**src/i2ccd_pkg.sv**
```systemverilog
// ----------------------------------------------------------------------------
// i2ccd_pkg
// Shared widths, constants, handshake structs and a helper for the bus clock
// divider search.
// ----------------------------------------------------------------------------
package i2ccd_pkg;

  localparam int CLK_W  = 27;  // source clock and achieved frequency
  localparam int TGT_W  = 26;  // requested frequency
  localparam int BASE_W = 24;  // clk / (4 * period), period >= 2
  localparam int PER_W  = 8;   // period divider
  localparam int CODE_W = 8;   // divider codes on the ports
  localparam int CNT_W  = $clog2(CLK_W + 1);

  localparam logic [PER_W-1:0] PERIOD_FIRST = PER_W'(2);
  localparam logic [PER_W-1:0] PERIOD_LAST  = PER_W'(255);
  localparam logic [CLK_W-1:0] CLK_RESET    = CLK_W'(40000000);
  localparam int               DIVIDER_LIMIT_DEF = 256;

  typedef struct packed {
    logic             start;
    logic [CLK_W-1:0] dividend;
    logic [CLK_W-1:0] divisor;
  } div_req_t;

  typedef struct packed {
    logic             done;
    logic [CLK_W-1:0] quotient;
  } div_rsp_t;

  typedef struct packed {
    logic idle;
    logic done;
  } srch_stat_t;

  typedef struct packed {
    logic [CODE_W-1:0] module_code;
    logic [CODE_W-1:0] period_code;
    logic              exact_match;
    logic [CLK_W-1:0]  achieved_hz;
  } srch_res_t;

  function automatic logic [CLK_W-1:0] abs_diff(input logic [CLK_W-1:0] a,
                                                input logic [CLK_W-1:0] b);
    return (a >= b) ? (a - b) : (b - a);
  endfunction

endpackage

```
**src/i2ccd_div.sv**
```systemverilog
// ----------------------------------------------------------------------------
// i2ccd_div
// Bit-serial restoring divider: one quotient bit per cycle, shared by all
// divisions of the search.
// ----------------------------------------------------------------------------
module i2ccd_div (
  input  logic                clk,
  input  logic                rst,
  input  i2ccd_pkg::div_req_t req,
  output i2ccd_pkg::div_rsp_t rsp
);
  import i2ccd_pkg::*;

  logic [CLK_W-1:0] rem;
  logic [CLK_W-1:0] quo;
  logic [CLK_W-1:0] divisor;
  logic [CNT_W-1:0] cnt;
  logic             busy;
  logic             done;
  logic [CLK_W:0]   shifted;
  logic [CLK_W:0]   trial;

  assign shifted = {rem, quo[CLK_W-1]};
  assign trial   = shifted - {1'b0, divisor};

  always_ff @(posedge clk) begin
    if (rst) begin
      busy <= 1'b0;
      done <= 1'b0;
      cnt  <= '0;
    end else begin
      done <= 1'b0;
      if (req.start) begin
        rem     <= '0;
        quo     <= req.dividend;
        divisor <= req.divisor;
        cnt     <= CNT_W'(CLK_W);
        busy    <= 1'b1;
      end else if (busy) begin
        // sign bit of trial clear: divisor fits, keep the difference
        if (!trial[CLK_W]) begin
          rem <= trial[CLK_W-1:0];
        end else begin
          rem <= shifted[CLK_W-1:0];
        end
        quo <= {quo[CLK_W-2:0], ~trial[CLK_W]};
        cnt <= cnt - CNT_W'(1);
        if (cnt == CNT_W'(1)) begin
          busy <= 1'b0;
          done <= 1'b1;
        end
      end
    end
  end

  assign rsp.done     = done;
  assign rsp.quotient = quo;

endmodule

```
**src/i2ccd_search.sv**
```systemverilog
// ----------------------------------------------------------------------------
// i2ccd_search
// Sequencer that walks the period dividers, drives the serial divider and
// keeps the best divider pair.
// ----------------------------------------------------------------------------
module i2ccd_search #(
  parameter int DIVIDER_LIMIT = i2ccd_pkg::DIVIDER_LIMIT_DEF
) (
  input  logic                               clk,
  input  logic                               rst,
  input  logic [i2ccd_pkg::CLK_W-1:0]        clk_hz,
  input  logic                               start,
  input  logic [i2ccd_pkg::TGT_W-1:0]        target,
  input  logic                               take,
  output i2ccd_pkg::srch_stat_t              stat,
  output i2ccd_pkg::srch_res_t               res,
  output i2ccd_pkg::div_req_t                req,
  input  i2ccd_pkg::div_rsp_t                rsp
);
  import i2ccd_pkg::*;

  localparam int MOD_W = $clog2(DIVIDER_LIMIT + 1);

  localparam logic [2:0] S_IDLE   = 3'd0;
  localparam logic [2:0] S_BASE   = 3'd1;
  localparam logic [2:0] S_MOD    = 3'd2;
  localparam logic [2:0] S_GOT    = 3'd3;
  localparam logic [2:0] S_CHECK  = 3'd4;
  localparam logic [2:0] S_UPDATE = 3'd5;
  localparam logic [2:0] S_NEXT   = 3'd6;
  localparam logic [2:0] S_FINISH = 3'd7;

  logic [2:0]        state;
  logic [TGT_W-1:0]  tgt;
  logic [PER_W-1:0]  per;
  logic [PER_W-1:0]  per_next;
  logic [BASE_W-1:0] base;
  logic [BASE_W-1:0] module_val;
  logic [BASE_W-1:0] got;
  logic [CLK_W-1:0]  err;
  logic [CLK_W-1:0]  min_err;
  logic [MOD_W-1:0]  best_mod;
  logic [PER_W-1:0]  best_per;
  logic [BASE_W-1:0] best_got;
  logic [MOD_W-1:0]  best_mod_dec;

  assign per_next = per + PER_W'(1);

  always_ff @(posedge clk) begin
    if (rst) begin
      state     <= S_IDLE;
      req.start <= 1'b0;
    end else begin
      req.start <= 1'b0;
      unique case (state)
        S_IDLE: begin
          if (start) begin
            tgt      <= target;
            per      <= PERIOD_FIRST;
            best_mod <= MOD_W'(1);
            best_per <= PERIOD_FIRST;
            best_got <= BASE_W'(clk_hz >> 3);
            min_err  <= abs_diff(clk_hz, CLK_W'(target));
            if (target == '0) begin
              state <= S_FINISH;
            end else begin
              req.start    <= 1'b1;
              req.dividend <= clk_hz;
              req.divisor  <= CLK_W'({PERIOD_FIRST, 2'b00});
              state        <= S_BASE;
            end
          end
        end
        S_BASE: begin
          if (rsp.done) begin
            base         <= rsp.quotient[BASE_W-1:0];
            req.start    <= 1'b1;
            req.dividend <= rsp.quotient;
            req.divisor  <= CLK_W'(tgt);
            state        <= S_MOD;
          end
        end
        S_MOD: begin
          if (rsp.done) begin
            if (rsp.quotient > CLK_W'(DIVIDER_LIMIT)) begin
              state <= S_NEXT;
            end else if (rsp.quotient == '0) begin
              state <= S_FINISH;  // module went to zero: no later period helps
            end else begin
              module_val   <= rsp.quotient[BASE_W-1:0];
              req.start    <= 1'b1;
              req.dividend <= CLK_W'(base);
              req.divisor  <= rsp.quotient;
              state        <= S_GOT;
            end
          end
        end
        S_GOT: begin
          if (rsp.done) begin
            got   <= rsp.quotient[BASE_W-1:0];
            state <= S_CHECK;
          end
        end
        S_CHECK: begin
          if (CLK_W'(got) == CLK_W'(tgt)) begin
            best_mod <= module_val[MOD_W-1:0];
            best_per <= per;
            best_got <= got;
            state    <= S_FINISH;
          end else begin
            err   <= abs_diff(CLK_W'(got), CLK_W'(tgt));
            state <= S_UPDATE;
          end
        end
        S_UPDATE: begin
          // strict compare keeps the first pair on ties
          if (err < min_err) begin
            best_mod <= module_val[MOD_W-1:0];
            best_per <= per;
            best_got <= got;
            min_err  <= err;
          end
          state <= S_NEXT;
        end
        S_NEXT: begin
          if (per == PERIOD_LAST) begin
            state <= S_FINISH;
          end else begin
            per          <= per_next;
            req.start    <= 1'b1;
            req.dividend <= clk_hz;
            req.divisor  <= CLK_W'({per_next, 2'b00});
            state        <= S_BASE;
          end
        end
        S_FINISH: begin
          if (take) begin
            state <= S_IDLE;
          end
        end
        default: state <= S_IDLE;
      endcase
    end
  end

  assign best_mod_dec = best_mod - MOD_W'(1);

  assign stat.idle = (state == S_IDLE);
  assign stat.done = (state == S_FINISH);

  assign res.module_code = CODE_W'(best_mod_dec);
  assign res.period_code = best_per - PER_W'(1);
  assign res.exact_match = (tgt != '0) && (CLK_W'(best_got) == CLK_W'(tgt));
  assign res.achieved_hz = CLK_W'(best_got);

endmodule

```
**src/i2c_clock_divider_search.sv**
```systemverilog
// ----------------------------------------------------------------------------
// i2c_clock_divider_search
// Finds module and period dividers that bring the source clock closest to a
// requested bus frequency.
// ----------------------------------------------------------------------------
// Search: each period tried takes up to three divisions on the one
//   bit-serial divider plus the check, update and next steps; a zero target
//   skips the divisions, and at most all 254 periods are tried.
// Throughput: one word at a time; the next word is taken once the search has
//   handed its result to the output register.
// Reset: sync, active high; clears control state, source clock = 40000000.
module i2c_clock_divider_search #(
  parameter int DIVIDER_LIMIT = i2ccd_pkg::DIVIDER_LIMIT_DEF
) (
  input  logic                                clk,
  input  logic                                rst,
  input  logic                                in_valid,
  output logic                                in_stall,
  input  logic [i2ccd_pkg::TGT_W-1:0]         target_hz,
  output logic                                out_valid,
  input  logic                                out_stall,
  output logic [i2ccd_pkg::CODE_W-1:0]        module_code,
  output logic [i2ccd_pkg::CODE_W-1:0]        period_code,
  output logic                                exact_match,
  output logic [i2ccd_pkg::CLK_W-1:0]         achieved_hz,
  input  logic                                cfg_valid,
  output logic                                cfg_ready,
  input  logic [i2ccd_pkg::CLK_W-1:0]         source_clock_hz
);
  import i2ccd_pkg::*;

  logic [CLK_W-1:0] clk_hz;
  srch_stat_t       stat;
  srch_res_t        res;
  div_req_t         req;
  div_rsp_t         rsp;
  logic             accept;
  logic             load;

  assign in_stall  = ~stat.idle;
  // no write in the cycle a word may start a search
  assign cfg_ready = stat.idle & ~in_valid;
  assign accept    = in_valid & ~in_stall;
  assign load      = stat.done & (~out_valid | ~out_stall);

  always_ff @(posedge clk) begin
    if (rst) begin
      clk_hz <= CLK_RESET;
    end else if (cfg_valid && cfg_ready) begin
      clk_hz <= source_clock_hz;
    end
  end

  i2ccd_search #(
    .DIVIDER_LIMIT(DIVIDER_LIMIT)
  ) u_search (
    .clk    (clk),
    .rst    (rst),
    .clk_hz (clk_hz),
    .start  (accept),
    .target (target_hz),
    .take   (load),
    .stat   (stat),
    .res    (res),
    .req    (req),
    .rsp    (rsp)
  );

  i2ccd_div u_div (
    .clk (clk),
    .rst (rst),
    .req (req),
    .rsp (rsp)
  );

  // output register frees the search while a word waits downstream
  always_ff @(posedge clk) begin
    if (rst) begin
      out_valid <= 1'b0;
    end else if (load) begin
      out_valid <= 1'b1;
    end else if (!out_stall) begin
      out_valid <= 1'b0;
    end
  end

  always_ff @(posedge clk) begin
    if (load) begin
      module_code <= res.module_code;
      period_code <= res.period_code;
      exact_match <= res.exact_match;
      achieved_hz <= res.achieved_hz;
    end
  end

  a_accept_busy: assert property (@(posedge clk) disable iff (rst)
    accept |=> in_stall)
    else $error("search not busy after accepting a word");

  a_out_after_search: assert property (@(posedge clk) disable iff (rst)
    $rose(out_valid) |-> $past(in_stall))
    else $error("result appeared without a finished search");

  a_period_range: assert property (@(posedge clk) disable iff (rst)
    out_valid |-> (period_code != '0) && (period_code != CODE_W'(255)))
    else $error("period code out of range");

endmodule

```
**config.mk**
```make
export PLATFORM = sky130hd
export DESIGN_NAME = i2c_clock_divider_search
export DESIGN_NICKNAME = d
export VERILOG_FILES = /design/src/i2ccd_pkg.sv /design/src/i2ccd_div.sv /design/src/i2ccd_search.sv /design/src/i2c_clock_divider_search.sv
export SDC_FILE = /design/constraint.sdc
export NUM_CORES = 1
export LEC_CHECK = 0
export ABC_AREA = 1
export BUFFER_PORTS_ARGS = -buffer_cell sky130_fd_sc_hd__buf_2
export CORE_ASPECT_RATIO = 1.5
export CORE_MARGIN = 1.5
export CORE_UTILIZATION = 40
export DETAILED_ROUTE_END_ITERATION = 10
export PLACE_DENSITY = 0.6
export SYNTH_ARGS = -nofsm -noshare
export SYNTH_HDL_FRONTEND = slang
export SYNTH_SLANG_ARGS = --single-unit
```
**constraint.sdc**
```tcl
create_clock -name clk -period 5.2 [get_ports clk]
set_input_delay 0.26 -clock clk [delete_from_list [all_inputs] [get_ports clk]]
set_output_delay 0.26 -clock clk [all_outputs]
set_load 0.005 [all_outputs]
```
==> reports/results.tsv <==
stage	metric	value	unit
floorplan	dieArea	66100	um2
timing	hold_viol_final	0	
logic_synthesis	synth-seq-cells	399	
worst_setup_path	worstReg2RegStart	u_search.tgt[8]$_DFFE_PP_	
detailed_routing	dr.first_iter.drc_count	1632	
timing	min_period_over_period	66.1	%
pwr	power_frac_seq	37.5	%
global_routing	grt_pass1_vias	22300	
worst_setup_path	crit_arrival	3.70	ns
detailed_routing	num_vias	22200	
clocking	clock-root-buffer	clkbuf_16	
worst_setup_path	r2r_end	u_search.best_got[20]$_DFFE_PP_	
timing	worst_pin_slew	1.15	ns
pwr	power.leakage	13.3	nW
floorplan	rows	113	
global_routing	antenna_found_initial	4	
logic_synthesis	synth_edf_count	360	
detailed_routing	postRouteAntennaNets	0	
logic_synthesis	ys_top_cells_by_area	edfxtp_1 (42%), nand2_1 (14%), ha_1 (7.7%), inv_1 (7.0%), a21oi_1 (3.6%)	
logic_synthesis	seq_area_frac_synth	44.9	%
floorplan	die_x	210	um
pwr	p_sw	0.00565	W
min_path	hold_start	source_clock_hz[13]	
logic_synthesis	ys_warn_count	0	
logic_synthesis	synth_ff_type	edfxtp_1	
floorplan	core_area	63600	um2
floorplan	ios	105	
clocking	cts.reportedPaths.clkPinSlew	0.07	ns
global_routing	grt_max_degree	52	
layout	drive_gt1_share	8.67	%
timing	setup_violations	0	
pwr	comb_power_share	39.4	%
detailed_routing	routedWlPerCell	23.4	um
global_routing	grt-ovfl-total	0	
logic_synthesis	synth.distinct_cells	65	
pwr	p_int	0.00778	W
worst_setup_path	r2r_setup_slack	1.77	ns
clocking	clockBufferDepth	3	
pwr	peakVddDrop	281	uV
worst_setup_path	crit_start	u_search.tgt[8]$_DFFE_PP_	
layout	final_common_cell	nand2_1	
timing	fin_crit	3.43	ns
clocking	h-tree-depth	2	
placed_design	portBuffers	101	
worst_setup_path	critPathCaptureType	flop	
global_routing	grt_pass1_wl	141	mm
detailed_routing	remaining_drc_errors	0	
clocking	cts_buffers	42	
logic_synthesis	yosysTopAreaCell	edfxtp_1	
layout	syn_to_final_growth	11.8	%
logic_synthesis	syn_avg_cell_area	8.03	um2
logic_synthesis	synth_cells	3215	
worst_setup_path	endpoint	u_search.best_got[20]$_DFFE_PP_	
timing	skew	0.0666	ns
logic_synthesis	async_flop_share	0	%
timing	relSlewSlack	23.4	%
layout	final_cell_mix	nand2_1 (992), inv_1 (479), edfxtp_1 (360)	
timing	fmaxAchievable	291	MHz
pwr	power.density	465	nW/um2
clocking	insertion_delay	0.61	ns
floorplan	die_h	314	um
pwr	pwr-share-clk	23.0	%
timing	drv_slew	0	
worst_setup_path	ff2ff_path_depth	10	
flow_run	maxCapViolations	0	
detailed_routing	dr.pass1.iters	8	
worst_setup_path	path_class	flop to flop	
min_path	hp-class	input port to flop	
logic_synthesis	syn-cell-area	25800	um2
worst_setup_path	crit_path_start_kind	flop	
clocking	clock_sinks	399	
pwr	sw_frac_of_total	42.1	%
timing	rsz0062_at_grt	no	
global_routing	grt_usage	29.5	%
detailed_routing	wirelength	97.8	mm
timing	tns	0	ns
layout	layout.nets	3555	
placed_design	dp_hpwl	79.4	mm
status	status	completed	
worst_setup_path	worstPathRequired	5.47	ns
detailed_routing	viasPerCell	5.31	
floorplan	start_util	40.6	%
layout	fin_util	45.4	%
clocking	cts_tree	yes	
logic_synthesis	yosysTopAreaCellShare	41.9	%
worst_setup_path	worstPathMaxFanout	17	
placed_design	gp_congestion	1.07	
[cell usage after synthesis (10+ instances only)]
| cell type | count |
|---|---|
| nor3_1 | 25 |
| a21oi_1 | 185 |
| nand2_2 | 16 |
| xor2_1 | 79 |
| nand3_1 | 138 |
| buf_2 | 34 |
| o21bai_1 | 10 |
| ha_1 | 158 |
| nor2_2 | 22 |
| clkbuf_2 | 15 |
| clkbuf_1 | 28 |
| buf_6 | 11 |
| nor2_1 | 226 |
| nand4_1 | 73 |
| dfxtp_1 | 39 |
| inv_1 | 479 |
| o21ai_0 | 173 |
| xnor2_1 | 27 |
| edfxtp_1 | 360 |
| nand2_1 | 992 |
[timing repair]
item                      in CTS  in global routing
hold buffers                  45                  0
resized for setup              0                  0
setup buffers                  0                  0
hold endpoints to repair      45                  0
[power groups by stage]
| stage | Clock, W | Sequential, W | Combinational [W] |
|---|---|---|---|
| final | 0.00309 | 0.00504 | 0.00530 |
| after floorplan | 0 | 0.00487 | 0.00364 |
| after CTS | 0.00313 | 0.00503 | 0.00525 |
| after detailed placement | 0 | 0.00509 | 0.00520 |
| after global placement | 0 | 0.00508 | 0.00520 |
| after global routing | 0.00323 | 0.00508 | 0.00585 |
[worst min-delay path by stage]
stage | to | cells past startpoint | slack (ns)
2_1_floorplan | u_search.tgt[0]$_DFFE_PP_ | 0 | 0.36
6_report | clk_hz[13]$_SDFFE_PP0P_ | 3 | 0.02
5_1_grt | u_search.tgt[12]$_DFFE_PP_ | 1 | 0.007
3_3_place_gp | u_div.divisor[22]$_DFFE_PP_ | 0 | 0.40
3_5_place_dp | u_div.divisor[6]$_DFFE_PP_ | 0 | 0.40
4_1_cts | clk_hz[25]$_SDFFE_PP1P_ | 3 | 0.004
[logic make-up (layout without fill, tap and decap cells)]
| kind of cell | count (synthesis) | in the layout | share of synthesized area [%] |
|---|---|---|---|
| simple gates | 1540 | 1540 | 25.4 |
| compound gates | 422 | 422 | 8.81 |
| other cells | 1 | 5 | 0.0145 |
| fa+ha+maj | 163 | 163 | 8.04 |
| buf+inv | 584 | 733 | 9.22 |
| flops | 399 | 399 | 44.9 |
| xor+xnor | 106 | 106 | 3.59 |
[through the flow]
| stage | power [W] | cell area (um2) | worst slack (ns) | cells | hold slack [ns] |
|---|---|---|---|---|---|
| 6_report | 0.0134 | 28900 | 1.77 | 4173 | 0.0199 |
| 5_1_grt | 0.0142 | 28900 | 1.55 | 4173 | 0.00700 |
| 4_1_cts | 0.0134 | 28900 | 1.79 | 4172 | 0.00396 |
| 3_5_place_dp | 0.0103 | 27000 | 1.79 | 4050 | 0.405 |
| 3_3_place_gp | 0.0103 | 27000 | 1.78 | 4050 | 0.402 |
| 2_1_floorplan | 0.00851 | 25800 | 1.11 | 3218 | 0.359 |
[sequential cells by signal (all words and copies together) (netlist names), 3 cells and up]
signal	count
achieved_hz	24
clk_hz	27
module_code	8
period_code	8
u_div.cnt	5
u_div.divisor	27
u_div.quo	27
u_div.rem	27
u_search.base	24
u_search.best_got	24
u_search.best_mod	8
u_search.best_per	8
u_search.err	27
u_search.got	24
u_search.min_err	27
u_search.module_val	8
u_search.per	8
u_search.req	55
u_search.state	3
u_search.tgt	26
[critical path, cell delays in order (launching register included)]
cell and delay, ns:
edfxtp_1 0.52, ha_1 0.53, nand2_1 0.21, nor2_4 0.23, nand2_1 0.14, nor3_2 0.19
nand2_2 0.11, nand2_1 0.17, o211ai_1 0.15, a21oi_4 0.53, buf_4 0.30
[per-layer routing]
layer / global-route usage [%] / share of wire (%) / routed length (um) / vias to the layer above
li1: - / - / - / 10700
met1: 30.7 / 36 / 35100 / 10400
met3: 2.91 / 3.9 / 3850 / 298
met5: 0 / 0.033 / 32 / -
met2: 53.2 / 50 / 49100 / 738
met4: 25.0 / 9.9 / 9680 / 4
[area by class of cell]
class                           count  area, um2
Clock inverter                     27        292
Multi-Input combinational cell   2235      11900
Tap cell                          805       1010
Clock buffer                       50       1100
Sequential cell                   399      11600
Antenna cell                        1       2.50
Timing Repair Buffer              168       1120
Fill cell                        6453      34700
Inverter                          488       1830
Note: power is estimated with default switching activity, not from simulation.
